## config.mk

```make
export PLATFORM = sky130hd
export DESIGN_NAME = jls_ctrl
export DESIGN_NICKNAME = d
export VERILOG_FILES = /design/src/sv/jls_pkg.sv /design/src/sv/jls_ctrl.sv
export SDC_FILE = /design/constraint.sdc
export NUM_CORES = 1
export LEC_CHECK = 0
export CORE_AREA = 2 2 84 78
export CTS_BUF_LIST = sky130_fd_sc_hd__clkbuf_4
export DETAILED_ROUTE_END_ITERATION = 7
export DIE_AREA = 0 0 86 80
export DONT_BUFFER_PORTS = 1
export SLEW_MARGIN = 25
export SYNTH_ARGS = -nofsm -noshare
export SYNTH_HDL_FRONTEND = slang
export SYNTH_SLANG_ARGS = --single-unit
```

## constraint.sdc

```tcl
create_clock -name i_clk -period 2.4 [get_ports i_clk]
set_input_delay 0.6 -clock i_clk [delete_from_list [all_inputs] [get_ports i_clk]]
set_output_delay 0.6 -clock i_clk [all_outputs]
set_load 0.03 [all_outputs]
```

## src/sv/jls_pkg.sv

```systemverilog
package jls_pkg;

    localparam int DATA_W         = 32;
    localparam int IDX_W          = 4;
    localparam int CNT_W          = 5;
    localparam int COL_W          = 5;
    localparam int MASK_W         = 16;
    localparam int RES_CAP        = 16;
    localparam int COEF_FRAC      = 30;
    localparam int VAL_FRAC       = 16;
    localparam int DIV_W          = 64;
    localparam int D_W            = 49;
    localparam int PROD_W         = 64;
    localparam int ACC_W          = 68;
    localparam int SUM_W          = 37;
    localparam int XSUM_W         = 50;
    localparam int ITER_W         = 16;
    localparam int TOL_W          = 31;
    localparam int SIZE_W         = 5;
    localparam int CFG_IDX_W      = 2;
    localparam int STAT_W         = 2;
    localparam int DEF_MAX_N      = 16;
    localparam int DEF_VALUE_BITS = 32;

    localparam logic [SIZE_W-1:0]  SIZE_RESET  = SIZE_W'(4);
    localparam logic [TOL_W-1:0]   TOL_RESET   = TOL_W'(66);
    localparam logic [ITER_W-1:0]  LIMIT_RESET = ITER_W'(1000);

    localparam logic [CFG_IDX_W-1:0] CFG_SIZE  = 2'd0;
    localparam logic [CFG_IDX_W-1:0] CFG_TOL   = 2'd1;
    localparam logic [CFG_IDX_W-1:0] CFG_LIMIT = 2'd2;

    localparam logic REQ_LOAD  = 1'b0;
    localparam logic REQ_SOLVE = 1'b1;

    localparam logic [STAT_W-1:0] RES_CONVERGED   = 2'd0;
    localparam logic [STAT_W-1:0] RES_NO_SOLUTION = 2'd1;
    localparam logic [STAT_W-1:0] RES_LIMIT       = 2'd2;

    typedef enum logic [4:0] {
        OP_NONE, OP_LOAD, OP_INIT, OP_RD_W, OP_DOM_ACC, OP_DOM_ROW, OP_SAVE_MASK,
        OP_SW_INIT, OP_SW_CMP, OP_SW_A, OP_SW_B, OP_SW_C, OP_DIAG, OP_DIV_C,
        OP_WR_C, OP_WR_CZ, OP_DIV_D, OP_WR_D, OP_IT_START, OP_IT_RD, OP_IT_MUL,
        OP_IT_ACC, OP_IT_ROW, OP_IT_END
    } t_op;

    typedef enum logic [4:0] {
        ST_IDLE, ST_DOM_RD, ST_DOM_ACC, ST_DOM_ROW, ST_DOM_END, ST_SW_SEL, ST_SW_RD,
        ST_SW_CMP, ST_SW_A, ST_SW_B, ST_SW_C, ST_CF_DRD, ST_CF_DIAG, ST_CF_RD,
        ST_CF_DIV, ST_CF_WAIT, ST_CF_WR, ST_CF_D, ST_CF_DWAIT, ST_CF_DWR, ST_IT_INIT,
        ST_IT_RD, ST_IT_MUL, ST_IT_ACC, ST_IT_ROW, ST_IT_END, ST_IT_CHK, ST_OUT,
        ST_NOSOL
    } t_state;

    typedef struct packed {
        t_op              op;
        logic [IDX_W-1:0] row;
        logic [IDX_W-1:0] col;
    } t_cmd;

    typedef struct packed {
        logic [MASK_W-1:0] mask0;
        logic              fail;
        logic              zero_diag;
        logic              div_busy;
        logic              conv;
        logic              lim;
    } t_status;

    function automatic logic [DATA_W-1:0] mag32(input logic signed [DATA_W-1:0] v);
        return v[DATA_W-1] ? DATA_W'(-v) : DATA_W'(v);
    endfunction

endpackage

```

## src/sv/jls_ctrl.sv

```systemverilog
module jls_ctrl import jls_pkg::*; (
    input  logic             i_clk,
    input  logic             i_rst_n,
    input  logic             i_req_valid,
    input  logic             i_req_type,
    input  logic             i_res_ready,
    input  logic [CNT_W-1:0] i_n,
    input  t_status          i_status,
    output t_cmd             o_cmd,
    output logic             o_req_ready,
    output logic             o_res_valid,
    output logic             o_res_last,
    output logic             o_nosol,
    output logic [IDX_W-1:0] o_index
);

    t_state           r_state, n_state;
    logic [CNT_W-1:0] r_i, n_i;
    logic [CNT_W-1:0] r_j, n_j;
    logic             r_pass, n_pass;
    logic [CNT_W-1:0] nm1;
    logic             last_i;
    logic             j_last;

    assign nm1    = i_n - 1'b1;
    assign last_i = r_i == nm1;
    assign j_last = r_j == nm1;

    always_ff @(posedge i_clk) begin
        if (!i_rst_n) begin
            r_state <= ST_IDLE;
            r_i     <= '0;
            r_j     <= '0;
            r_pass  <= 1'b0;
        end else begin
            r_state <= n_state;
            r_i     <= n_i;
            r_j     <= n_j;
            r_pass  <= n_pass;
        end
    end

    always_comb begin
        n_state     = r_state;
        n_i         = r_i;
        n_j         = r_j;
        n_pass      = r_pass;
        o_cmd.op    = OP_NONE;
        o_cmd.row   = r_i[IDX_W-1:0];
        o_cmd.col   = r_j[IDX_W-1:0];
        o_req_ready = 1'b0;
        o_res_valid = 1'b0;
        o_res_last  = 1'b0;
        o_nosol     = 1'b0;
        unique case (r_state)
            ST_IDLE: begin
                o_req_ready = 1'b1;
                if (i_req_valid) begin
                    if (i_req_type == REQ_LOAD) begin
                        o_cmd.op = OP_LOAD;
                    end else begin
                        o_cmd.op = OP_INIT;
                        n_i      = '0;
                        n_j      = '0;
                        n_pass   = 1'b0;
                        n_state  = ST_DOM_RD;
                    end
                end
            end
            ST_DOM_RD: begin
                o_cmd.op = OP_RD_W;
                n_state  = ST_DOM_ACC;
            end
            ST_DOM_ACC: begin
                o_cmd.op = OP_DOM_ACC;
                if (j_last) begin
                    n_state = ST_DOM_ROW;
                end else begin
                    n_j     = r_j + 1'b1;
                    n_state = ST_DOM_RD;
                end
            end
            ST_DOM_ROW: begin
                o_cmd.op = OP_DOM_ROW;
                n_j      = '0;
                if (last_i) begin
                    n_state = ST_DOM_END;
                end else begin
                    n_i     = r_i + 1'b1;
                    n_state = ST_DOM_RD;
                end
            end
            ST_DOM_END: begin
                n_i = '0;
                n_j = '0;
                priority if (!r_pass && i_status.fail) begin
                    o_cmd.op = OP_SAVE_MASK;
                    n_pass   = 1'b1;
                    n_state  = ST_SW_SEL;
                end else if (i_status.fail || i_status.zero_diag) begin
                    n_state = ST_NOSOL;
                end else begin
                    n_state = ST_CF_DRD;
                end
            end
            ST_SW_SEL: begin
                priority if (r_i == i_n) begin
                    n_i     = '0;
                    n_j     = '0;
                    n_state = ST_DOM_RD;
                end else if (i_status.mask0[r_i[IDX_W-1:0]]) begin
                    o_cmd.op = OP_SW_INIT;
                    n_j      = r_i;
                    n_state  = ST_SW_RD;
                end else begin
                    n_i = r_i + 1'b1;
                end
            end
            ST_SW_RD: begin
                // candidate row j, column i
                o_cmd.op  = OP_RD_W;
                o_cmd.row = r_j[IDX_W-1:0];
                o_cmd.col = r_i[IDX_W-1:0];
                n_state   = ST_SW_CMP;
            end
            ST_SW_CMP: begin
                o_cmd.op  = OP_SW_CMP;
                o_cmd.row = r_j[IDX_W-1:0];
                if (j_last) begin
                    n_state = ST_SW_A;
                end else begin
                    n_j     = r_j + 1'b1;
                    n_state = ST_SW_RD;
                end
            end
            ST_SW_A: begin
                o_cmd.op = OP_SW_A;
                n_state  = ST_SW_B;
            end
            ST_SW_B: begin
                o_cmd.op = OP_SW_B;
                n_state  = ST_SW_C;
            end
            ST_SW_C: begin
                o_cmd.op = OP_SW_C;
                n_i      = r_i + 1'b1;
                n_state  = ST_SW_SEL;
            end
            ST_CF_DRD: begin
                o_cmd.op  = OP_RD_W;
                o_cmd.col = r_i[IDX_W-1:0];
                n_state   = ST_CF_DIAG;
            end
            ST_CF_DIAG: begin
                o_cmd.op = OP_DIAG;
                n_j      = '0;
                n_state  = ST_CF_RD;
            end
            ST_CF_RD: begin
                if (r_j == r_i) begin
                    o_cmd.op = OP_WR_CZ;
                    if (j_last) begin
                        n_state = ST_CF_D;
                    end else begin
                        n_j = r_j + 1'b1;
                    end
                end else begin
                    o_cmd.op = OP_RD_W;
                    n_state  = ST_CF_DIV;
                end
            end
            ST_CF_DIV: begin
                o_cmd.op = OP_DIV_C;
                n_state  = ST_CF_WAIT;
            end
            ST_CF_WAIT: begin
                if (!i_status.div_busy) begin
                    n_state = ST_CF_WR;
                end
            end
            ST_CF_WR: begin
                o_cmd.op = OP_WR_C;
                if (j_last) begin
                    n_state = ST_CF_D;
                end else begin
                    n_j     = r_j + 1'b1;
                    n_state = ST_CF_RD;
                end
            end
            ST_CF_D: begin
                o_cmd.op = OP_DIV_D;
                n_state  = ST_CF_DWAIT;
            end
            ST_CF_DWAIT: begin
                if (!i_status.div_busy) begin
                    n_state = ST_CF_DWR;
                end
            end
            ST_CF_DWR: begin
                o_cmd.op = OP_WR_D;
                n_j      = '0;
                if (last_i) begin
                    n_state = ST_IT_INIT;
                end else begin
                    n_i     = r_i + 1'b1;
                    n_state = ST_CF_DRD;
                end
            end
            ST_IT_INIT: begin
                o_cmd.op = OP_IT_START;
                n_i      = '0;
                n_j      = '0;
                n_state  = ST_IT_RD;
            end
            ST_IT_RD: begin
                o_cmd.op = OP_IT_RD;
                n_state  = ST_IT_MUL;
            end
            ST_IT_MUL: begin
                o_cmd.op = OP_IT_MUL;
                n_state  = ST_IT_ACC;
            end
            ST_IT_ACC: begin
                o_cmd.op = OP_IT_ACC;
                if (j_last) begin
                    n_state = ST_IT_ROW;
                end else begin
                    n_j     = r_j + 1'b1;
                    n_state = ST_IT_RD;
                end
            end
            ST_IT_ROW: begin
                o_cmd.op = OP_IT_ROW;
                n_j      = '0;
                if (last_i) begin
                    n_state = ST_IT_END;
                end else begin
                    n_i     = r_i + 1'b1;
                    n_state = ST_IT_RD;
                end
            end
            ST_IT_END: begin
                o_cmd.op = OP_IT_END;
                n_i      = '0;
                n_j      = '0;
                n_state  = ST_IT_CHK;
            end
            ST_IT_CHK: begin
                if (i_status.conv || i_status.lim) begin
                    n_state = ST_OUT;
                end else begin
                    n_state = ST_IT_RD;
                end
            end
            ST_OUT: begin
                o_res_valid = 1'b1;
                o_res_last  = last_i;
                if (i_res_ready) begin
                    if (last_i) begin
                        n_state = ST_IDLE;
                    end else begin
                        n_i = r_i + 1'b1;
                    end
                end
            end
            ST_NOSOL: begin
                o_res_valid = 1'b1;
                o_res_last  = 1'b1;
                o_nosol     = 1'b1;
                if (i_res_ready) begin
                    n_state = ST_IDLE;
                end
            end
            default: begin
                n_state = ST_IDLE;
            end
        endcase
    end

    assign o_index = r_i[IDX_W-1:0];

endmodule

```

==> results.txt, run 1 <==
----------------------------------------------------
[Min path]
  Hold_sp ... i_rst_n
  Min-delay worst type ... in2reg

[Synth]
  Seq/Total Area, Yosys ... 13.5%
  Async SR Flop Fraction ... 0%
  Post-synthesis register bit count ... 16
  Area share of the largest cell type after synthesis ... 13.5%
  Library cell with the largest summed area after synthesis ... sky130_fd_sc_hd__dfxtp_1
  Number of distinct library cell variants in the gate-level netlist after synthesis ... 61
  Leading cell types by total area after synthesis ... sky130_fd_sc_hd__dfxtp_1, sky130_fd_sc_hd__a21oi_1, sky130_fd_sc_hd__mux2_2
  Cell count after synthesis ... 333
  Yosys warning total ... 0
  Mapped cell area ... 2370 µm²
  Net count of the mapped netlist ... 367
  Syn_area_per_cell ... 7.13 µm²
  Most instantiated flip-flop cell in the synthesis netlist ... sky130_fd_sc_hd__dfxtp_1
  Number of flops mapped to enable cells by yosys ... 0
  Cell with the most instances after synthesis ... sky130_fd_sc_hd__nand2_1
  Most common library cells after synthesis ... sky130_fd_sc_hd__nand2_1, sky130_fd_sc_hd__a21oi_1, sky130_fd_sc_hd__nor2_1

[STA]
  Setup-violating endpoint count in the final report ... 9
  Final total negative setup slack ... -1090 ps
  Count of endpoints failing hold in the final timing report ... 0
  Slew @ Worst Pin ... 515 ps
  Post-route fraction of the period consumed by the critical path ... 114%
  Highest clock frequency the design can meet ... 365 MHz
  Clock skew ... 9.87 ps
  Slew HR ... 64.8%
  Minimum clock period ... 2740 ps
  Crit path setup slack, layout ... -340 ps
  Fin. max-slew vios ... 0
  Unrepaired setup endpoints after global routing ... true

[Global routing]
  Met1 capacity usage during global routing ... 36.6%
  Global-route wire length before repair ... 13.8 mm
  Maximum number of pins on one net before global-route repair ... 34
  Met2 routing resource usage after global routing ... 39.4%
  Total global routing overflow ... 0
  Global-route usage over all layers ... 25.7%
  Number of antenna violations at the first check in global routing ... 0
  M3 GR Usage ... 5.27%
  Busiest layer in global routing ... met2
  Vias in the first global route ... 2652

[CTS]
  Number of H-tree levels ... 1
  Clock latency on the worst-skew pair ... 310 ps
  CTS tree ... built
  Reg clk slew, reported paths ... 120 ps
  Number of clock sinks ... 16
  Inserted Clock Buffers ... 3
  Total of hold buffers inserted after clock tree synthesis ... 0
  Cell chosen for the clock root ... sky130_fd_sc_hd__clkbuf_4
  Maximum buffer depth of the clock tree ... 2

[Power and ir drop]
  Switching power as a share of total power ... 48.9%
  Portion of total power attributed to the clock network ... 8.7%
  Proportion of power drawn by flip-flops and latches ... 18.8%
  Gate power share ... 72.4%
  Power density relative to cell area ... 587 nW/µm²
  Leakage power figure ... 1.38 nW
  Internal power summed over all cells ... 0.994 mW
  Peak supply drop ... 0.514 mV
  Net load switching power ... 0.949 mW

[Layout]
  Sequential cell area ... 339 µm²
  Area of combinational cells with multiple inputs ... 2150 µm²
  Number of fillers in the final layout ... 567
  P&R area growth vs syn ... 39.4%
  Utilization of the core after routing ... 55.4%
  Ratio of cells with drive above 1 in the final layout ... 39.8%
  Layout Cell Area excl Fill ... 3310 µm²
  Final net count ... 419
  Antenna Cells ... 0

[Setup path]
  Crit path capture type ... primary output
  Startpoint type of the worst setup path ... register
  Worst EP arrival ... 2140 ps
  Start-to-end type of the worst setup path ... reg2out
  Required arrival time at the worst endpoint ... 1800 ps
  Start point of the critical path ... r_i[0]$_SDFFE_PN0P_
  Worst reg2reg startpoint ... r_i[0]$_SDFFE_PN0P_
  Critical-path maximum fanout ... 6

[Run status]
  Violated checks ... negative setup slack
  Result of the run ... finished with violations

[Floorplanning]
  Die span in y ... 80 µm
  Width of the chip ... 86 µm
  Overall die area ... 6880 µm²
  Top-Level Pins ... 52
  Placement Rows ... 27
  Area of the placeable core ... 5980 µm²
  Starting density of the core ... 39.7%

[Flow run]
  Number of max-cap violations ... 0

[Routing]
  Count of vias placed by the detailed router ... 2793
  First-pass DRT Iterations ... 5
  Drt drc ... 0
  Total routed wirelength ... 8.77 mm
  Routed len/inst ... 19.2 µm
  Initial drt markers ... 316
  Routed via count divided by cell count ... 6.13
  Antenna violation net count after detailed routing ... 0

[Place]
  Number of port buffers ... 0
  Hpwl dp ... 6.75 mm
  GPL Wtd Cong ... 0.951
  Post-DP Area ... 2970 µm²

----------------------------------------------------
-- metrics by stage --
step           total power [mW]  hold WS (ps)  instances  setup WS [ps]
2_1_floorplan              1.24           506        333          -17.8
5_1_grt                    2.07           419        456           -456
6_report                   1.94           422        456           -340
3_5_place_dp               1.63           566        443           -282
4_1_cts                    1.86           419        454           -349
3_3_place_gp               1.61           555        443           -167
-- worst max-delay path: stages, from the launching register on --
cell,delay (ps)
sky130_fd_sc_hd__dfxtp_4,430
sky130_fd_sc_hd__mux4_2,520
sky130_fd_sc_hd__mux2i_1,150
sky130_fd_sc_hd__mux2_4,190
sky130_fd_sc_hd__nor2b_4,40
sky130_fd_sc_hd__a2111o_1,340
sky130_fd_sc_hd__buf_12,160
-- final cells by class --
type / instances / area share (%)
multi-input combinational: 274 / 65.0
timing repair buffer: 78 / 19.8
sequential: 16 / 10.2
tap: 72 / 2.72
inverter: 12 / 1.40
clock buffer: 3 / 0.680
clock inverter: 1 / 0.113
-- registers in the layout, indices dropped and copies added, names as in the netlist --
| register | count |
|---|---|
| r_pass | 1 |
| r_i | 5 |
| r_j | 5 |
| r_state | 5 |
-- power groups by stage --
stage | sequential, mW | combinational (mW) | clock (mW)
6_report | 0.366 | 1.41 | 0.170
2_1_floorplan | 0.347 | 0.897 | 0
5_1_grt | 0.374 | 1.51 | 0.189
3_3_place_gp | 0.371 | 1.24 | 0
4_1_cts | 0.364 | 1.32 | 0.174
3_5_place_dp | 0.373 | 1.25 | 0
-- timing repair --
item	CTS	global route
buffers inserted	7	2
gates resized for setup	36	29
pin swaps	4	7
endpoints found under the setup margin	16	26
-- final timing paths --
check / endpoint / slack, ps / cells past startpoint
hold / removal: r_pass$_SDFFE_PN0P_ / 420 / 1
setup / recovery: o_cmd[10] / -340 / 6
setup reg to reg: r_i[0]$_SDFFE_PN0P_ / -90 / 9
hold reg to reg: r_j[4]$_SDFFE_PN0P_ / 580 / 2
-- cell usage in the layout (no fill, tap or decap), types with 3 or more instances in the layout --
| master | instances |
|---|---|
| sky130_fd_sc_hd__o22ai_1 | 4 |
| sky130_fd_sc_hd__a31oi_1 | 4 |
| sky130_fd_sc_hd__mux2_4 | 10 |
| sky130_fd_sc_hd__mux2i_1 | 5 |
| sky130_fd_sc_hd__nand3_1 | 15 |
| sky130_fd_sc_hd__o21ai_0 | 16 |
| sky130_fd_sc_hd__inv_1 | 9 |
| sky130_fd_sc_hd__and3_1 | 3 |
| sky130_fd_sc_hd__clkbuf_4 | 3 |
| sky130_fd_sc_hd__buf_12 | 3 |
| sky130_fd_sc_hd__nand2b_4 | 3 |
| sky130_fd_sc_hd__a21oi_1 | 18 |
| sky130_fd_sc_hd__nor2_4 | 4 |
| sky130_fd_sc_hd__nor2_1 | 21 |
| sky130_fd_sc_hd__buf_4 | 67 |
| sky130_fd_sc_hd__dfxtp_2 | 3 |
| sky130_fd_sc_hd__xor2_1 | 7 |
| sky130_fd_sc_hd__o21bai_1 | 4 |
| sky130_fd_sc_hd__dfxtp_4 | 4 |
| sky130_fd_sc_hd__a31o_2 | 3 |
| sky130_fd_sc_hd__nand2_1 | 28 |
| sky130_fd_sc_hd__a211oi_1 | 6 |
| sky130_fd_sc_hd__mux4_2 | 4 |
| sky130_fd_sc_hd__o2bb2ai_1 | 4 |
| sky130_fd_sc_hd__dfxtp_1 | 9 |
| sky130_fd_sc_hd__a21oi_2 | 8 |
| sky130_fd_sc_hd__nor3_1 | 11 |
| sky130_fd_sc_hd__nand2b_1 | 8 |
| sky130_fd_sc_hd__nor2b_1 | 8 |
| sky130_fd_sc_hd__xnor2_1 | 11 |
| sky130_fd_sc_hd__buf_6 | 7 |
| sky130_fd_sc_hd__and2_1 | 6 |
-- metal layers --
layer / wire [µm] / vias up
met4: 118 / 0
met3: 771 / 18
met2: 4020 / 136
met5: 0 / -
met1: 3860 / 1320
li1: - / 1319
-- cell families (layout without fill, tap and decap cells) --
kind of cell               after synthesis  after routing  synth area share, %
AOI/OAI and AO/OA                      103            103                 30.7
xor gates and xnor gates                21             21                 7.75
adders and majority gates                3              3                 1.58
buffers and inverters                   43             94                 8.43
DFF                                     16             16                 13.5
muxes                                   20             20                 11.1
and+or+nand+nor                        127            127                 27.0
No activity file was read; power rests on OpenSTA's default activity.
==> inputs of run 2 (changes only) <==
--- a/config.mk
+++ b/config.mk
@@ -5,10 +5,11 @@
 export SDC_FILE = /design/constraint.sdc
 export NUM_CORES = 1
 export LEC_CHECK = 0
-export CORE_AREA = 2 2 84 78
+export ABC_AREA = 1
+export CORE_AREA = 2 2 88 82
 export CTS_BUF_LIST = sky130_fd_sc_hd__clkbuf_4
 export DETAILED_ROUTE_END_ITERATION = 7
-export DIE_AREA = 0 0 86 80
+export DIE_AREA = 0 0 90 84
 export DONT_BUFFER_PORTS = 1
 export SLEW_MARGIN = 25
 export SYNTH_ARGS = -nofsm -noshare
==> results.txt, run 2 <==
----------------------------------------------------
[Run status]
  Result of the run ... finished with violations
  Violated checks ... negative setup slack

[Layout]
  P&R area growth vs syn ... 31.2%
  Ratio of cells with drive above 1 in the final layout ... 31.6%
  Highest-count cells in the layout ignoring fill and taps ... sky130_fd_sc_hd__nand2_1, sky130_fd_sc_hd__nor2_1, sky130_fd_sc_hd__buf_4
  Most frequent standard cell in the layout excluding fill and tap cells ... sky130_fd_sc_hd__nand2_1
  Largest registers ... r_i: 5 flops, r_j: 5 flops, r_state: 5 flops
  Antenna Cells ... 0
  Final net count ... 589

[CTS]
  Cell chosen for the clock root ... sky130_fd_sc_hd__clkbuf_4
  Clock latency on the worst-skew pair ... 290 ps
  Number of H-tree levels ... 1
  Maximum buffer depth of the clock tree ... 2
  Reg clk slew, reported paths ... 110 ps
  Number of clock sinks ... 16
  Total of hold buffers inserted after clock tree synthesis ... 0
  CTS tree ... built
  Inserted Clock Buffers ... 3

[Min path]
  Min-delay worst type ... in2reg
  Sink of the worst hold path ... r_j[4]$_SDFFE_PN0P_
  Hold depth ... 2
  Hold_sp ... i_rst_n

[Synth]
  Async SR Flop Fraction ... 0%
  Most instantiated flip-flop cell in the synthesis netlist ... sky130_fd_sc_hd__dfxtp_1
  Area share of the largest cell type after synthesis ... 20.5%
  Syn_area_per_cell ... 5.36 µm²
  Library cell with the largest summed area after synthesis ... sky130_fd_sc_hd__nand2_1
  Leading cell types by total area after synthesis ... sky130_fd_sc_hd__nand2_1, sky130_fd_sc_hd__dfxtp_1, sky130_fd_sc_hd__nor2_1
  Most common library cells after synthesis ... sky130_fd_sc_hd__nand2_1, sky130_fd_sc_hd__nor2_1, sky130_fd_sc_hd__inv_1
  Cell with the most instances after synthesis ... sky130_fd_sc_hd__nand2_1
  Net count of the mapped netlist ... 528
  Cell count after synthesis ... 494
  Yosys warning total ... 0
  Post-synthesis register bit count ... 16
  Number of distinct library cell variants in the gate-level netlist after synthesis ... 35
  Mapped cell area ... 2650 µm²
  Seq/Total Area, Yosys ... 12.1%
  Number of flops mapped to enable cells by yosys ... 0

[Power and ir drop]
  Peak supply drop ... 0.455 mV
  Power density relative to cell area ... 678 nW/µm²
  Power Total ... 2.36 mW
  Leakage power figure ... 1.85 nW

[Setup path]
  Worst EP arrival ... 1880 ps
  Worst r2r dst ... r_j[2]$_SDFFE_PN0P_
  Start-to-end type of the worst setup path ... reg2out
  Required arrival time at the worst endpoint ... 1800 ps
  Worst reg2reg startpoint ... r_j[3]$_SDFFE_PN0P_
  Worst-case reg-to-reg path depth ... 13
  Reg2Reg Setup Slack ... 430 ps
  Crit path capture type ... primary output
  Critical-path maximum fanout ... 4
  Startpoint type of the worst setup path ... register

[STA]
  Clock skew ... 17.0 ps
  Crit path setup slack, layout ... -83.4 ps
  Worst hold slack after final layout ... 411 ps
  Fin. max-slew vios ... 0
  Slew @ Worst Pin ... 319 ps
  Minimum clock period ... 2480 ps
  Slew HR ... 78.6%
  Unrepaired setup endpoints after global routing ... true
  Post-route fraction of the period consumed by the critical path ... 103%
  Setup-violating endpoint count in the final report ... 3
  Count of endpoints failing hold in the final timing report ... 0
  Highest clock frequency the design can meet ... 403 MHz
  Final total negative setup slack ... -167 ps

[Floorplanning]
  Starting density of the core ... 39.2%
  Placement Rows ... 29
  Area of the placeable core ... 6750 µm²
  Overall die area ... 7560 µm²
  Top-Level Pins ... 52
  Die span in y ... 84 µm
  Width of the chip ... 90 µm

[Routing]
  Count of vias placed by the detailed router ... 3354
  First-pass DRT Iterations ... 5
  Total routed wirelength ... 9.76 mm
  Antenna violation net count after detailed routing ... 0
  Routed len/inst ... 15.1 µm
  Initial drt markers ... 272
  Drt drc ... 0
  Routed via count divided by cell count ... 5.18

[Global routing]
  Maximum number of pins on one net before global-route repair ... 14
  Vias in the first global route ... 2972
  Global-route usage over all layers ... 25.1%
  Total global routing overflow ... 0
  Number of antenna violations at the first check in global routing ... 0
  Global-route wire length before repair ... 15.3 mm

[Place]
  Hpwl dp ... 7.90 mm
  Number of port buffers ... 0
  GPL Wtd Cong ... 0.981

[Flow run]
  Number of max-cap violations ... 0

----------------------------------------------------
run 2: cell types whose count changed in the layout (fill, tap and decap cells not counted), sizes merged, moves of 12 or more:
cell / change
nand2: +126
o21ai: +12
nand4: +13
nand3: +28
inv: +67
nor2: +66
run 2: area by class of cell:
| cell class | instances | area (µm²) |
|---|---|---|
| well taps | 93 | 116 |
| clock buffers | 3 | 22.5 |
| flip-flops and latches | 16 | 340 |
| clock inverters | 1 | 3.75 |
| multi-input cells | 385 | 2120 |
| inverters | 81 | 319 |
| fillers | 737 | 3270 |
| repair buffers | 68 | 556 |
run 2: per-stage QoR:
stage          setup WS [ps]  utilization, %  area (µm²)  cells
5_1_grt                 -207            51.5        3470    647
6_report               -83.4            51.5        3470    647
3_5_place_dp            28.9            45.9        3100    625
3_3_place_gp            48.0            45.9        3100    625
2_1_floorplan           11.5               -        2680    494
4_1_cts                -13.7            48.3        3260    635
run 2: worst max path at each step:
stage	slack [ps]	end	startpoint	cells after the start
after global placement	50	o_res_last	i_n[0]	10
after global routing	-210	o_cmd[9]	r_state[3]$_SDFFE_PN0P_	10
after CTS	-10	o_cmd[8]	r_i[0]$_SDFFE_PN0P_	11
after floorplan	10	o_res_last	i_n[0]	10
after detailed placement	30	o_res_last	i_n[0]	10
final	-80	o_cmd[9]	r_state[3]$_SDFFE_PN0P_	10
run 2: kinds of logic (layout without fill, tap and decap cells):
kind of cell | count (synthesis) | after routing | synth area share (%)
compound gates | 56 | 56 | 11.5
xor+xnor | 10 | 10 | 3.31
fa+ha+maj | 3 | 3 | 1.42
buf+inv | 93 | 153 | 14.5
flops | 16 | 16 | 12.1
simple gates | 316 | 316 | 57.1
run 2: routing by layer:
metal,vias to the layer above,track usage [%],share of wire (%)
li1,1682,-,-
met4,0,4.20,0.95
met1,1521,39.1,49
met2,140,37.5,43
met3,11,2.35,7.3
met5,-,0,0
run 2: repair_timing:
item                                    in CTS  in global routing
pin swaps                                    2                 19
endpoints found under the setup margin      15                 14
endpoints found under the hold margin        0                  0
buffers inserted                             6                 11
gates resized for setup                     34                 40
gates cloned                                 0                  1
run 2: critical path, cell delays in order, from the launching register on:
cell	delay (ps)
sky130_fd_sc_hd__dfxtp_4	370
sky130_fd_sc_hd__buf_12	130
sky130_fd_sc_hd__nand2_4	80
sky130_fd_sc_hd__inv_2	70
sky130_fd_sc_hd__nand2_2	90
sky130_fd_sc_hd__inv_1	60
sky130_fd_sc_hd__nand2_1	50
sky130_fd_sc_hd__nand2_1	100
sky130_fd_sc_hd__nor4b_2	310
sky130_fd_sc_hd__nand4_1	140
sky130_fd_sc_hd__buf_4	200
run 2: report_power, final:
part           total [mW]  leakage [nW]  switching [mW]  internal, mW
combinational        1.81          1.70            1.14         0.672
sequential          0.397         0.135          0.0752         0.322
clock               0.149        0.0154          0.0889        0.0604
total                2.36          1.85            1.30          1.05
